[src/hdl/pto_pkg.sv]
// Package for the pulse tachometer / odometer core.
// Widths, register indexes, constants and the divider result type.
// No dependencies; imported by pto_div, pulse_tachometer_odometer_core, odometer_check and tb.
package pto_pkg;

    localparam int TIME_W   = 32;
    localparam int DIST_W   = 48;
    localparam int FREQ_W   = 20;
    localparam int RPM_W    = 26;
    localparam int VEL_W    = 25;
    localparam int STROKE_W = 16;
    localparam int DEB_W    = 20;
    localparam int QUIET_W  = 20;
    localparam int IDLE_W   = 22;
    localparam int CFG_W    = 32;
    localparam int PROD_W   = 64;
    localparam int CNT_W    = $clog2(FREQ_W + 1);

    // 1e6 / period gives the frequency in hertz
    localparam logic [FREQ_W-1:0] FREQ_NUM = FREQ_W'(1000000);

    // floor(x / 5) = (x * 0xCCCCCCCD) >> 34 for any x below 2^32
    localparam logic [31:0] RECIP5 = 32'hCCCC_CCCD;
    localparam int RECIP5_SHIFT = 34;
    // /2560 = /512 then /5
    localparam int VEL_SHIFT = 9;

    localparam logic [STROKE_W-1:0] STROKE_RST = STROKE_W'(896);
    localparam logic [DEB_W-1:0]    DEB_RST    = DEB_W'(1000);
    localparam logic [QUIET_W-1:0]  QUIET_RST  = QUIET_W'(1000);
    localparam logic [IDLE_W-1:0]   IDLE_RST   = IDLE_W'(30000);

    typedef enum logic [1:0] {
        CFG_STROKE   = 2'd0,
        CFG_DEBOUNCE = 2'd1,
        CFG_QUIET    = 2'd2,
        CFG_IDLE     = 2'd3
    } cfg_index_t;

    typedef struct packed {
        logic              done;
        logic [FREQ_W-1:0] quotient;
    } div_result_t;

endpackage

[src/hdl/pto_div.sv]
// Restoring radix-2 divider, one quotient bit per cycle.
// Depends on pto_pkg (widths, div_result_t).
module pto_div import pto_pkg::*; (
    input  logic              aclk,
    input  logic              aresetn,
    input  logic              start,
    input  logic [FREQ_W-1:0] dividend,
    input  logic [TIME_W-1:0] divisor,
    output div_result_t       result
);

    logic [TIME_W-1:0] rem_reg, rem_next;
    logic [FREQ_W-1:0] quo_reg, quo_next;
    logic [TIME_W-1:0] dvs_reg;
    logic [CNT_W-1:0]  cnt_reg, cnt_next;
    logic              busy_reg, busy_next;
    logic              done_reg, done_next;
    logic [TIME_W:0]   trial;
    logic [TIME_W:0]   diff;

    always_comb begin
        trial = {rem_reg, quo_reg[FREQ_W-1]};
        diff  = trial - {1'b0, dvs_reg};
        rem_next  = rem_reg;
        quo_next  = quo_reg;
        cnt_next  = cnt_reg;
        busy_next = busy_reg;
        done_next = 1'b0;
        if (start) begin
            rem_next  = '0;
            quo_next  = dividend;
            cnt_next  = '0;
            busy_next = 1'b1;
        end else if (busy_reg) begin
            if (!diff[TIME_W]) begin
                rem_next = diff[TIME_W-1:0];
                quo_next = {quo_reg[FREQ_W-2:0], 1'b1};
            end else begin
                rem_next = trial[TIME_W-1:0];
                quo_next = {quo_reg[FREQ_W-2:0], 1'b0};
            end
            cnt_next = cnt_reg + 1'b1;
            if (cnt_reg == CNT_W'(FREQ_W - 1)) begin
                busy_next = 1'b0;
                done_next = 1'b1;
            end
        end
    end

    always_ff @(posedge aclk) begin
        if (!aresetn) begin
            busy_reg <= 1'b0;
            done_reg <= 1'b0;
            cnt_reg  <= '0;
        end else begin
            busy_reg <= busy_next;
            done_reg <= done_next;
            cnt_reg  <= cnt_next;
        end
        rem_reg <= rem_next;
        quo_reg <= quo_next;
        if (start) begin
            dvs_reg <= divisor;
        end
    end

    assign result.done     = done_reg;
    assign result.quotient = quo_reg;

endmodule

[src/hdl/pulse_tachometer_odometer_core.sv]
// Pulse tachometer / odometer core: top level with sequencer and shared multiplier.
// Depends on pto_pkg and pto_div.
//
//  channel  | handshake              | payload
//  ---------+------------------------+---------------------------------------------
//  input    | s_valid / s_ready      | s_time_us, s_time_ms, s_edge_req, s_poll
//  result   | m_valid / m_ready      | m_frequency_hz .. m_signal_active (7 fields)
//  config   | cfg_valid / cfg_ready  | cfg_index, cfg_data
//
// A transaction without poll passes the edge and plan states to the write-out; a poll
// with a zero period adds the check state; a poll with a nonzero period waits in the
// divide state for the radix-2 divider's 1e6/period (20 quotient bits, then its done
// flag), followed by three passes through the one 32x32 multiplier.
// s_ready is high only while the sequencer is idle. The result register frees the
// sequencer: a held result only stalls the next transaction at its final write-out.
// Reset is synchronous, active low; no clearing pass. cfg_ready is always high.
module pulse_tachometer_odometer_core import pto_pkg::*; (
    input  logic              aclk,
    input  logic              aresetn,

    input  logic              s_valid,
    output logic              s_ready,
    input  logic [TIME_W-1:0] s_time_us,
    input  logic [TIME_W-1:0] s_time_ms,
    input  logic              s_edge_req,
    input  logic              s_poll,

    output logic              m_valid,
    input  logic              m_ready,
    output logic [FREQ_W-1:0] m_frequency_hz,
    output logic [RPM_W-1:0]  m_rpm_value,
    output logic [VEL_W-1:0]  m_velocity,
    output logic [DIST_W-1:0] m_distance_10um,
    output logic [TIME_W-1:0] m_hole_count,
    output logic [TIME_W-1:0] m_active_time_ms,
    output logic              m_signal_active,

    input  logic              cfg_valid,
    output logic              cfg_ready,
    input  logic [1:0]        cfg_index,
    input  logic [CFG_W-1:0]  cfg_data
);

    typedef enum logic [3:0] {
        ST_IDLE,
        ST_EDGE,
        ST_PLAN,
        ST_DIV,
        ST_MUL_VEL,
        ST_MUL_DIV5,
        ST_VEL,
        ST_MUL_DIST,
        ST_ACC,
        ST_CHECK,
        ST_OUT
    } state_t;

    state_t state_reg;

    // configuration
    logic [STROKE_W-1:0] stroke_reg;
    logic [DEB_W-1:0]    debounce_reg;
    logic [QUIET_W-1:0]  quiet_reg;
    logic [IDLE_W-1:0]   idle_reg;

    // latched transaction
    logic [TIME_W-1:0] in_us_reg;
    logic [TIME_W-1:0] in_ms_reg;
    logic              in_edge_reg;
    logic              in_poll_reg;

    // measurement state
    logic [TIME_W-1:0] prev_edge_reg;
    logic [TIME_W-1:0] accepted_edge_reg;
    logic [TIME_W-1:0] period_reg;
    logic [TIME_W-1:0] last_pulse_reg;
    logic [TIME_W-1:0] pulse_total_reg;
    logic              active_reg;
    logic [TIME_W-1:0] active_start_reg;
    logic [TIME_W-1:0] active_accum_reg;
    logic [TIME_W-1:0] last_dist_ms_reg;
    logic [DIST_W-1:0] distance_reg;
    logic [FREQ_W-1:0] freq_reg;
    logic [RPM_W-1:0]  rpm_reg;
    logic [VEL_W-1:0]  velocity_reg;
    logic              pulse_seen_reg;
    logic              dist_seen_reg;

    // result register
    logic              m_valid_reg;
    logic [FREQ_W-1:0] m_freq_reg;
    logic [RPM_W-1:0]  m_rpm_reg;
    logic [VEL_W-1:0]  m_vel_reg;
    logic [DIST_W-1:0] m_dist_reg;
    logic [TIME_W-1:0] m_holes_reg;
    logic [TIME_W-1:0] m_active_ms_reg;
    logic              m_active_reg;

    // shared multiplier, product registered
    logic [31:0]       mul_a, mul_b;
    logic [PROD_W-1:0] prod_reg;

    // divider
    logic        div_start;
    div_result_t div_res;

    logic [TIME_W-1:0] edge_gap;
    logic [TIME_W-1:0] quiet_gap;
    logic [TIME_W-1:0] dist_gap;
    logic [RPM_W-1:0]  rpm_calc;

    assign s_ready   = (state_reg == ST_IDLE);
    assign cfg_ready = 1'b1;
    assign div_start = (state_reg == ST_PLAN) && in_poll_reg && (period_reg != '0);

    pto_div u_div (
        .aclk     (aclk),
        .aresetn  (aresetn),
        .start    (div_start),
        .dividend (FREQ_NUM),
        .divisor  (period_reg),
        .result   (div_res)
    );

    assign edge_gap  = in_us_reg - prev_edge_reg;
    assign quiet_gap = in_ms_reg - last_pulse_reg;
    assign dist_gap  = in_ms_reg - last_dist_ms_reg;
    // f * 60 = f * 64 - f * 4
    assign rpm_calc  = (RPM_W'(div_res.quotient) << 6) - (RPM_W'(div_res.quotient) << 2);

    // operand select for the shared multiplier
    always_comb begin
        mul_a = '0;
        mul_b = '0;
        unique case (state_reg)
            ST_MUL_VEL: begin
                mul_a = 32'(freq_reg);
                mul_b = 32'(stroke_reg);
            end
            ST_MUL_DIV5: begin
                mul_a = 32'(prod_reg[VEL_SHIFT +: 27]);
                mul_b = RECIP5;
            end
            ST_MUL_DIST: begin
                mul_a = 32'(velocity_reg);
                mul_b = dist_gap;
            end
            default: begin
                mul_a = '0;
                mul_b = '0;
            end
        endcase
    end

    always_ff @(posedge aclk) begin
        prod_reg <= PROD_W'(mul_a) * PROD_W'(mul_b);
    end

    // configuration writes
    always_ff @(posedge aclk) begin
        if (!aresetn) begin
            stroke_reg   <= STROKE_RST;
            debounce_reg <= DEB_RST;
            quiet_reg    <= QUIET_RST;
            idle_reg     <= IDLE_RST;
        end else if (cfg_valid) begin
            unique case (cfg_index_t'(cfg_index))
                CFG_STROKE:   stroke_reg   <= cfg_data[STROKE_W-1:0];
                CFG_DEBOUNCE: debounce_reg <= cfg_data[DEB_W-1:0];
                CFG_QUIET:    quiet_reg    <= cfg_data[QUIET_W-1:0];
                CFG_IDLE:     idle_reg     <= cfg_data[IDLE_W-1:0];
            endcase
        end
    end

    // sequencer: state, measurement state and result register
    always_ff @(posedge aclk) begin
        if (!aresetn) begin
            state_reg         <= ST_IDLE;
            prev_edge_reg     <= '0;
            accepted_edge_reg <= '0;
            period_reg        <= '0;
            last_pulse_reg    <= '0;
            pulse_total_reg   <= '0;
            active_reg        <= 1'b0;
            active_start_reg  <= '0;
            active_accum_reg  <= '0;
            last_dist_ms_reg  <= '0;
            distance_reg      <= '0;
            freq_reg          <= '0;
            rpm_reg           <= '0;
            velocity_reg      <= '0;
            pulse_seen_reg    <= 1'b0;
            dist_seen_reg     <= 1'b0;
            m_valid_reg       <= 1'b0;
        end else begin
            // ST_OUT decides m_valid itself when it loads a new result
            if (m_valid_reg && m_ready && (state_reg != ST_OUT)) begin
                m_valid_reg <= 1'b0;
            end
            unique case (state_reg)
                ST_IDLE: begin
                    if (s_valid) begin
                        in_us_reg   <= s_time_us;
                        in_ms_reg   <= s_time_ms;
                        in_edge_reg <= s_edge_req;
                        in_poll_reg <= s_poll;
                        state_reg   <= ST_EDGE;
                    end
                end
                ST_EDGE: begin
                    // debounce on the wrapped gap since the last accepted edge
                    if (in_edge_reg && (edge_gap >= TIME_W'(debounce_reg))) begin
                        prev_edge_reg     <= in_us_reg;
                        period_reg        <= in_us_reg - accepted_edge_reg;
                        accepted_edge_reg <= in_us_reg;
                        last_pulse_reg    <= in_ms_reg;
                        pulse_seen_reg    <= 1'b1;
                        pulse_total_reg   <= pulse_total_reg + 1'b1;
                        if (!active_reg) begin
                            active_reg       <= 1'b1;
                            active_start_reg <= in_ms_reg;
                        end
                    end
                    state_reg <= ST_PLAN;
                end
                ST_PLAN: begin
                    priority if (!in_poll_reg) begin
                        state_reg <= ST_OUT;
                    end else if (period_reg != '0) begin
                        state_reg <= ST_DIV;
                    end else begin
                        state_reg <= ST_CHECK;
                    end
                end
                ST_DIV: begin
                    if (div_res.done) begin
                        freq_reg  <= div_res.quotient;
                        rpm_reg   <= rpm_calc;
                        state_reg <= ST_MUL_VEL;
                    end
                end
                ST_MUL_VEL: begin
                    state_reg <= ST_MUL_DIV5;
                end
                ST_MUL_DIV5: begin
                    state_reg <= ST_VEL;
                end
                ST_VEL: begin
                    velocity_reg <= prod_reg[RECIP5_SHIFT +: VEL_W];
                    state_reg    <= ST_MUL_DIST;
                end
                ST_MUL_DIST: begin
                    state_reg <= ST_ACC;
                end
                ST_ACC: begin
                    if (dist_seen_reg) begin
                        distance_reg <= distance_reg + prod_reg[DIST_W-1:0];
                    end
                    last_dist_ms_reg <= in_ms_reg;
                    dist_seen_reg    <= 1'b1;
                    state_reg        <= ST_CHECK;
                end
                ST_CHECK: begin
                    if (active_reg) begin
                        if (quiet_gap > TIME_W'(quiet_reg)) begin
                            active_reg       <= 1'b0;
                            active_accum_reg <= active_accum_reg + (in_ms_reg - active_start_reg);
                        end
                    end else if (pulse_seen_reg && (quiet_gap > TIME_W'(idle_reg))) begin
                        // long idle: clear all measures, keep the accepted edge stamp
                        period_reg       <= '0;
                        freq_reg         <= '0;
                        rpm_reg          <= '0;
                        velocity_reg     <= '0;
                        distance_reg     <= '0;
                        pulse_total_reg  <= '0;
                        active_accum_reg <= '0;
                        dist_seen_reg    <= 1'b0;
                        last_dist_ms_reg <= '0;
                        pulse_seen_reg   <= 1'b0;
                        last_pulse_reg   <= '0;
                        prev_edge_reg    <= '0;
                    end
                    state_reg <= ST_OUT;
                end
                ST_OUT: begin
                    if (!m_valid_reg || m_ready) begin
                        m_valid_reg     <= 1'b1;
                        m_freq_reg      <= freq_reg;
                        m_rpm_reg       <= rpm_reg;
                        m_vel_reg       <= velocity_reg;
                        m_dist_reg      <= distance_reg;
                        m_holes_reg     <= pulse_total_reg;
                        m_active_ms_reg <= active_accum_reg;
                        m_active_reg    <= active_reg;
                        state_reg       <= ST_IDLE;
                    end
                end
                default: begin
                    state_reg <= ST_IDLE;
                end
            endcase
        end
    end

    assign m_valid          = m_valid_reg;
    assign m_frequency_hz   = m_freq_reg;
    assign m_rpm_value      = m_rpm_reg;
    assign m_velocity       = m_vel_reg;
    assign m_distance_10um  = m_dist_reg;
    assign m_hole_count     = m_holes_reg;
    assign m_active_time_ms = m_active_ms_reg;
    assign m_signal_active  = m_active_reg;

endmodule

[config.mk]
export PLATFORM = sky130hd
export DESIGN_NAME = pulse_tachometer_odometer_core
export DESIGN_NICKNAME = d
export VERILOG_FILES = /design/src/hdl/pto_pkg.sv /design/src/hdl/pto_div.sv /design/src/hdl/pulse_tachometer_odometer_core.sv
export SDC_FILE = /design/constraint.sdc
export NUM_CORES = 2
export LEC_CHECK = 0
export BUFFER_PORTS_ARGS = -buffer_cell sky130_fd_sc_hd__buf_2
export CORE_ASPECT_RATIO = 0.7
export CORE_UTILIZATION = 28
export CTS_CLUSTER_SIZE = 30
export DETAILED_ROUTE_END_ITERATION = 10
export MAX_ROUTING_LAYER = met4
export PLACE_DENSITY = 0.39
export SETUP_SLACK_MARGIN = 0.2
export SLEW_MARGIN = 30
export SYNTH_ARGS = -nofsm -noshare
export SYNTH_HDL_FRONTEND = slang
export SYNTH_SLANG_ARGS = --single-unit
[constraint.sdc]
create_clock -name aclk -period 27.5 [get_ports aclk]
set_input_delay 4.125 -clock aclk [delete_from_list [all_inputs] [get_ports aclk]]
set_output_delay 4.125 -clock aclk [all_outputs]
set_load 0.05 [all_outputs]
==> Word level (Yosys, flattened, before mapping) <==
Index checks and enable logic that the tools add are counted.
{ "totals": {"reg_bits": 861, "output_inout_bits": 187, "word_cells": 167} }
{ "op_classes": {"n_addsub": 11, "n_mul": 1, "n_lt_le_gt_ge": 3, "eq_ne": 23, "mux": 53, "bitwise_logic": 3, "n_reduce_logical": 34} }
{ "ops": {"columns": ["cell", "count"], "rows": [
  ["one-hot mux 32 bit (2 select lines)", 5],
  ["2-to-1 mux 32 bit", 9],
  ["subtractor 32 bit", 5],
  ["2-to-1 mux 48 bit", 3],
  ["one-hot mux 32 bit (3 select lines)", 1],
  ["one-hot mux 48 bit (2 select lines)", 1],
  ["one-hot mux 27 bit (3 select lines)", 1],
  ["2-to-1 mux 26 bit", 3],
  ["2-to-1 mux 20 bit", 3],
  ["multiplier 27 x 32 -> 59 bit", 1],
  ["one-hot mux 26 bit (2 select lines)", 1],
  ["2-to-1 mux 25 bit", 2],
  ["one-hot mux 25 bit (2 select lines)", 1],
  ["adder 48 bit", 1],
  ["one-hot mux 4 bit (11 select lines)", 1],
  ["one-hot mux 20 bit (2 select lines)", 1],
  ["subtractor 33 x 32 -> 33 bit", 1],
  ["adder 32 x 1 -> 32 bit (second input constant)", 1],
  ["adder 32 bit", 1],
  [">= comparator 32 x 20 -> 1 bit", 1],
  ["> comparator 32 x 20 -> 1 bit", 1],
  ["> comparator 32 x 22 -> 1 bit", 1],
  ["nonzero test 32 bit", 1],
  ["subtractor 26 x 22 -> 26 bit", 1],
  ["other kinds (26)", 81]
]} }

==> Depth between registers and ports, before layout <==
{ "depth": {"word_depth": 6, "mapped_depth": 44, "mapped_depth_nobuf": 43} }

==> Hierarchy <==
A second synthesis with hierarchy kept.
{ "hier_totals": {"cells_unflattened": 8048, "hier_area_um2": 72918.7} }
{ "by_module_without_submodules": {"columns": ["module", "n_inst", "cells_per_inst", "area_per_inst_um2", "seq_area_each_um2"], "rows": [
  ["pulse_tachometer_odometer_core", 1, 7493, 67593.6, 17767.0],
  ["pto_div", 1, 555, 5325.1, 2342.2]
]} }

==> Worst setup path after synthesis <==
No wires, ideal clock.
{ "synth_timing": {"path_type": "input-to-reg", "start": "in aresetn", "end": "reg m_active_ms_reg[0], in the netlist m_active_time_ms[0] (enable)", "setup_ps": 1165, "arrival_time_ps": 22029, "setup_slack_ps": 4306, "path_stages": 5, "cell_sequence": "clkbuf_1 > inv_1 > clkbuf_1 > clkbuf_1 > nor4_1"} }
{ "synth_between": {"elab_chain_len": 1} }
{ "synth_lines": {"columns": ["element", "line", "source"], "rows": [
  ["start, declared", "pulse_tachometer_odometer_core.sv:19", "input logic aresetn,"],
  ["AND reduction 3 bit (no line)", null, null],
  ["end signal, assigned", "pulse_tachometer_odometer_core.sv:295", "m_active_ms_reg <= active_accum_reg;"],
  ["end, declared", "pulse_tachometer_odometer_core.sv:96", "logic [TIME_W-1:0] m_active_ms_reg;"]
]} }
No other way between the ends.
A chain may end at the register's enable or synchronous reset.

==> Worst setup path in the final report <==
{ "layout_timing": {"start": "reg in_ms_reg[0]", "end": "reg prod_reg[57]"} }
{ "layout_between": {"elab_chain_len": 3} }
{ "layout_lines": {"columns": ["element", "line", "source"], "rows": [
  ["start, declared", "pulse_tachometer_odometer_core.sv:68", "logic [TIME_W-1:0] in_ms_reg;"],
  ["start signal, assigned", "pulse_tachometer_odometer_core.sv:205", "in_ms_reg <= s_time_ms;"],
  ["subtractor 32 bit", "pulse_tachometer_odometer_core.sv:127", "assign dist_gap = in_ms_reg - last_dist_ms_reg;"],
  ["one-hot mux 32 bit (3 select lines)", "pulse_tachometer_odometer_core.sv:135", "unique case (state_reg)"],
  ["multiplier 27 x 32 -> 59 bit", "pulse_tachometer_odometer_core.sv:156", "prod_reg <= PROD_W'(mul_a) * PROD_W'(mul_b);"],
  ["end signal, assigned", "pulse_tachometer_odometer_core.sv:156", null],
  ["end, declared", "pulse_tachometer_odometer_core.sv:101", "logic [PROD_W-1:0] prod_reg;"]
]} }
No other way between the ends.

==> impl_results.md <==
* Largest family of logic cells by synthesized area: adder cells
* Fmax at 0.08386 GHz
* PnR worst setup slack at 15.58 ns
* Post-route DRC at 0
* PortBufs at 278
* First-pass GRT wire length at 380.9 mm
* Post-route ant nets at 0
* # setup viols final at 0
* Initial antenna violation count at 6
* Mapped Area at 0.07083 mm^2
* Top cell by count, worst path: fa_1
* Switching share of power at 40.17%
* Synth Area in Adders at 31.29%
* XOR/XNOR Fraction of Synth Area at 3.610%
* Mux cell area share after synthesis at 1.222%
* Root Buffer Master: clkbuf_16
* Post-CTS setup buffer count at 0
* Max stage delay cell, worst path: a311oi_1
* Post-synth ARST share at 0%
* Synth Area in Simple Gates at 13.08%
* Slew HR at 29.20%
* Pwr dens at 63.24 mW/mm^2
* CP peak stage delay at 0.68 ns
* Setup CP Type: register to register
* Total grt overflow at 0
* Sequential area share after synthesis at 28.11%
* I/O pin cnt at 292
* Hold path depth at 1
* Final worst path period share at 43.36%
* Total CTS buffers at 102
* FF-to-FF path depth at 42
* # rows at 154
* P&R area growth vs syn at 13.77%
* Top cell family by delay on the critical path: compound AO/OA/AOI/OAI gates
* Die H at 422.8 um
* Die ar. at 0.2550 mm^2
* Register area at 0.01992 mm^2
* Register clock-pin slew on the reported worst setup and hold paths at 0.07 ns
* Vias in the first global route at 55210
* Clock buffer depth at 3
* Int Pwr at 3.049 mW
* Fin nets at 9365
* Mapped Cells at 7692
* Yosys warns at 0
* Max_cap viols at 0
* Total GRT Usage at 20.68%
* Hold crit path type: register to register
* Final Slew Violations at 0
* Drt initial violations at 4071
* Multi-input logic area at 0.04521 mm^2
* Chip Width at 603.2 um
* Fin crit period at 11.93 ns
* Number of flops mapped to enable cells by yosys at 279
* RR Startpoint: in_ms_reg[0]
* Fraction of the mapped netlist area in compound gates at 14.06%
* DP Worst Slack at 15.66 ns
* Leakage at 35.81 nW
* Avg WL per Cell at 22.51 um
* Pre-antenna DRT Iters at 6
* Worst setup EP type: register
* Hold Path Origin: prod_reg[48]
* Final hold violations at 0
* Sequential share of power at 30.4%
* Worst-Margin Slew at 1.062 ns
* Hold-fix buffers, CTS at 0
* Netlist cell types at 93
* Clock network power share at 29.3%
* Clock Latency Late Sink at 0.77 ns
* Buf/Inv on CP at 9
* CTS resizes at 0
* CTS tree: done
* RePlAce Congestion at 0.8956
* Synth Register Bits at 855
* Via/cell ratio at 4.802
* Status: complete, no violations
* Initial Utilization at 28.15%
* Detail Placement HPWL at 205.0 mm
* Clock skew at 0.05864 ns
* Worst vdd ir at 0.00005536 V
* Pin count of the biggest net entering global routing at 76
* Htree depth at 3
* Comb pwr share at 40.4%
* Crit start category: register
* Fin Setup TNS at 0 ns
* R2R Setup Slk at 15.58 ns
* Critical Path AT at 12.56 ns
* Max FFs per register at 59
* Crit Path Max Fanout at 18
* Fraction of layout cells with a size suffix above 1 at 9.691%
* Clk sinks at 855
* Endpoint of the worst hold path: velocity_reg[14]
* RSZ-0062 raised after global routing: no
* Top_reg_cell synth: dfxtp_1
* Critical R2R Capture: prod_reg[57]
* Drt total wl at 256.8 mm
* Core ar. at 0.2516 mm^2
* Vias at 54770
* Sw power at 2.047 mW
* Fill cell count at 26470
* Req. time, crit path at 28.14 ns
* Mean post-synth cell area at 9.209 um^2
## how the worst max path moves through the flow
stage                 startpoint                  end  depth (start not counted)  slack (ns)
finish              in_ms_reg[0]         prod_reg[57]                         42       15.58
floorplan                aresetn  m_active_time_ms[0]                          5        4.31
CTS                 in_ms_reg[0]         prod_reg[57]                         42       15.60
detailed placement  in_ms_reg[0]         prod_reg[57]                         42       15.66
global route        in_ms_reg[0]         prod_reg[57]                         42       14.86
global placement    in_ms_reg[0]         prod_reg[57]                         38       15.64
## routing by layer
metal  global-route usage (%)  vias up  wire length [um]
met5                        -        -                 0
met4                    3.024        0              3822
met3                    3.646      191             16710
met2                    28.22     1397            100800
met1                    31.83    27340            135400
li1                         -    25840                 -
## cell families (layout without fill, tap and decap cells)
| group | after synthesis | after routing |
|---|---|---|
| multiplexers | 83 | 83 |
| flip-flops | 855 | 855 |
| AO/OA/AOI/OAI | 1478 | 1478 |
| XOR/XNOR | 292 | 292 |
| adder cells (fa/ha/maj) | 1300 | 1300 |
| buffers and inverters | 1597 | 1923 |
| AND/OR/NAND/NOR | 2085 | 2085 |
| other | 2 | 37 |
## layout make-up
cell class | instances | share of cell area (%)
diodes | 4 | 0.01242
clock inverters | 62 | 1.084
repair buffers | 444 | 3.430
inverters | 1286 | 5.996
flip-flops and latches | 855 | 24.71
multi-input cells | 5271 | 56.10
clock buffers | 131 | 3.453
well taps | 3354 | 5.207
## stage by stage
| stage | std cells | cell area (um^2) | power, mW | util [%] | hold slack (ns) |
|---|---|---|---|---|---|
| 2_1_floorplan | 7723 | 70950 | 2.949 | - | 0.4064 |
| 3_3_place_gp | 11200 | 76650 | 3.584 | 30.46 | 0.4205 |
| 3_5_place_dp | 11210 | 76840 | 3.616 | 30.53 | 0.4253 |
| 4_1_cts | 11400 | 80490 | 5.146 | 31.99 | 0.4360 |
| 5_1_grt | 11400 | 80580 | 5.427 | 32.02 | 0.4562 |
| 6_report | 11410 | 80590 | 5.097 | 32.02 | 0.4364 |
## placed cells by master, fill, tap and decap left out, types with 29 or more instances in the layout
cell,count
inv_1,1284
nand2_1,971
fa_1,786
dfxtp_1,573
ha_1,514
nor2_1,473
a21oi_1,455
edfxtp_1,279
buf_2,279
o21ai_0,199
a22o_1,191
xnor2_1,183
a21o_1,169
buf_4,155
nor3_1,112
clkbuf_16,105
xor2_1,102
nand3_1,94
nand2b_1,65
nand4_1,64
nor2b_1,57
and2_1,56
and3_1,56
mux2i_1,55
o21bai_1,45
a31oi_1,44
o211ai_1,43
o21a_1,35
conb_1,33
a211oi_1,31
o22ai_2,31
o21ai_1,29
## power groups by stage
stage | Sequential (mW) | Clock, mW | Combinational, mW
after floorplan | 1.53 | 0 | 1.42
after global placement | 1.57 | 0 | 2.01
after detailed placement | 1.58 | 0 | 2.04
after CTS | 1.55 | 1.54 | 2.05
after global routing | 1.56 | 1.59 | 2.28
final | 1.55 | 1.49 | 2.06
## synth_stat cells, types with 19 or more instances
cell type | n | area [um^2]
dfxtp_1 | 576 | 11530
o21bai_1 | 45 | 337.8
nor4_1 | 27 | 168.9
a21oi_1 | 462 | 2312
o21ai_1 | 31 | 155.2
or2_2 | 21 | 131.4
nor2_1 | 483 | 1813
clkbuf_1 | 257 | 964.7
inv_1 | 1286 | 4827
o21ai_0 | 200 | 1001
nand2b_1 | 66 | 412.9
nor2b_1 | 58 | 362.9
buf_2 | 30 | 150.1
and2_1 | 55 | 344.1
xor2_1 | 104 | 910.9
a211oi_1 | 32 | 240.2
nand4_1 | 64 | 400.4
xnor2_1 | 188 | 1647
edfxtp_1 | 279 | 8378
ha_1 | 514 | 6431
and3_1 | 59 | 369.1
a22oi_1 | 19 | 142.6
mux2_2 | 28 | 315.3
nor3_1 | 122 | 610.6
a22o_1 | 191 | 1673
fa_1 | 786 | 15740
o211ai_1 | 43 | 322.8
o21a_1 | 35 | 262.8
a21o_1 | 169 | 1269
mux2i_1 | 55 | 550.5
nand3_1 | 95 | 475.5
nand2_1 | 972 | 3649
o22ai_2 | 31 | 387.9
a31oi_1 | 44 | 275.3
Note: power is estimated with default switching activity, not from simulation.
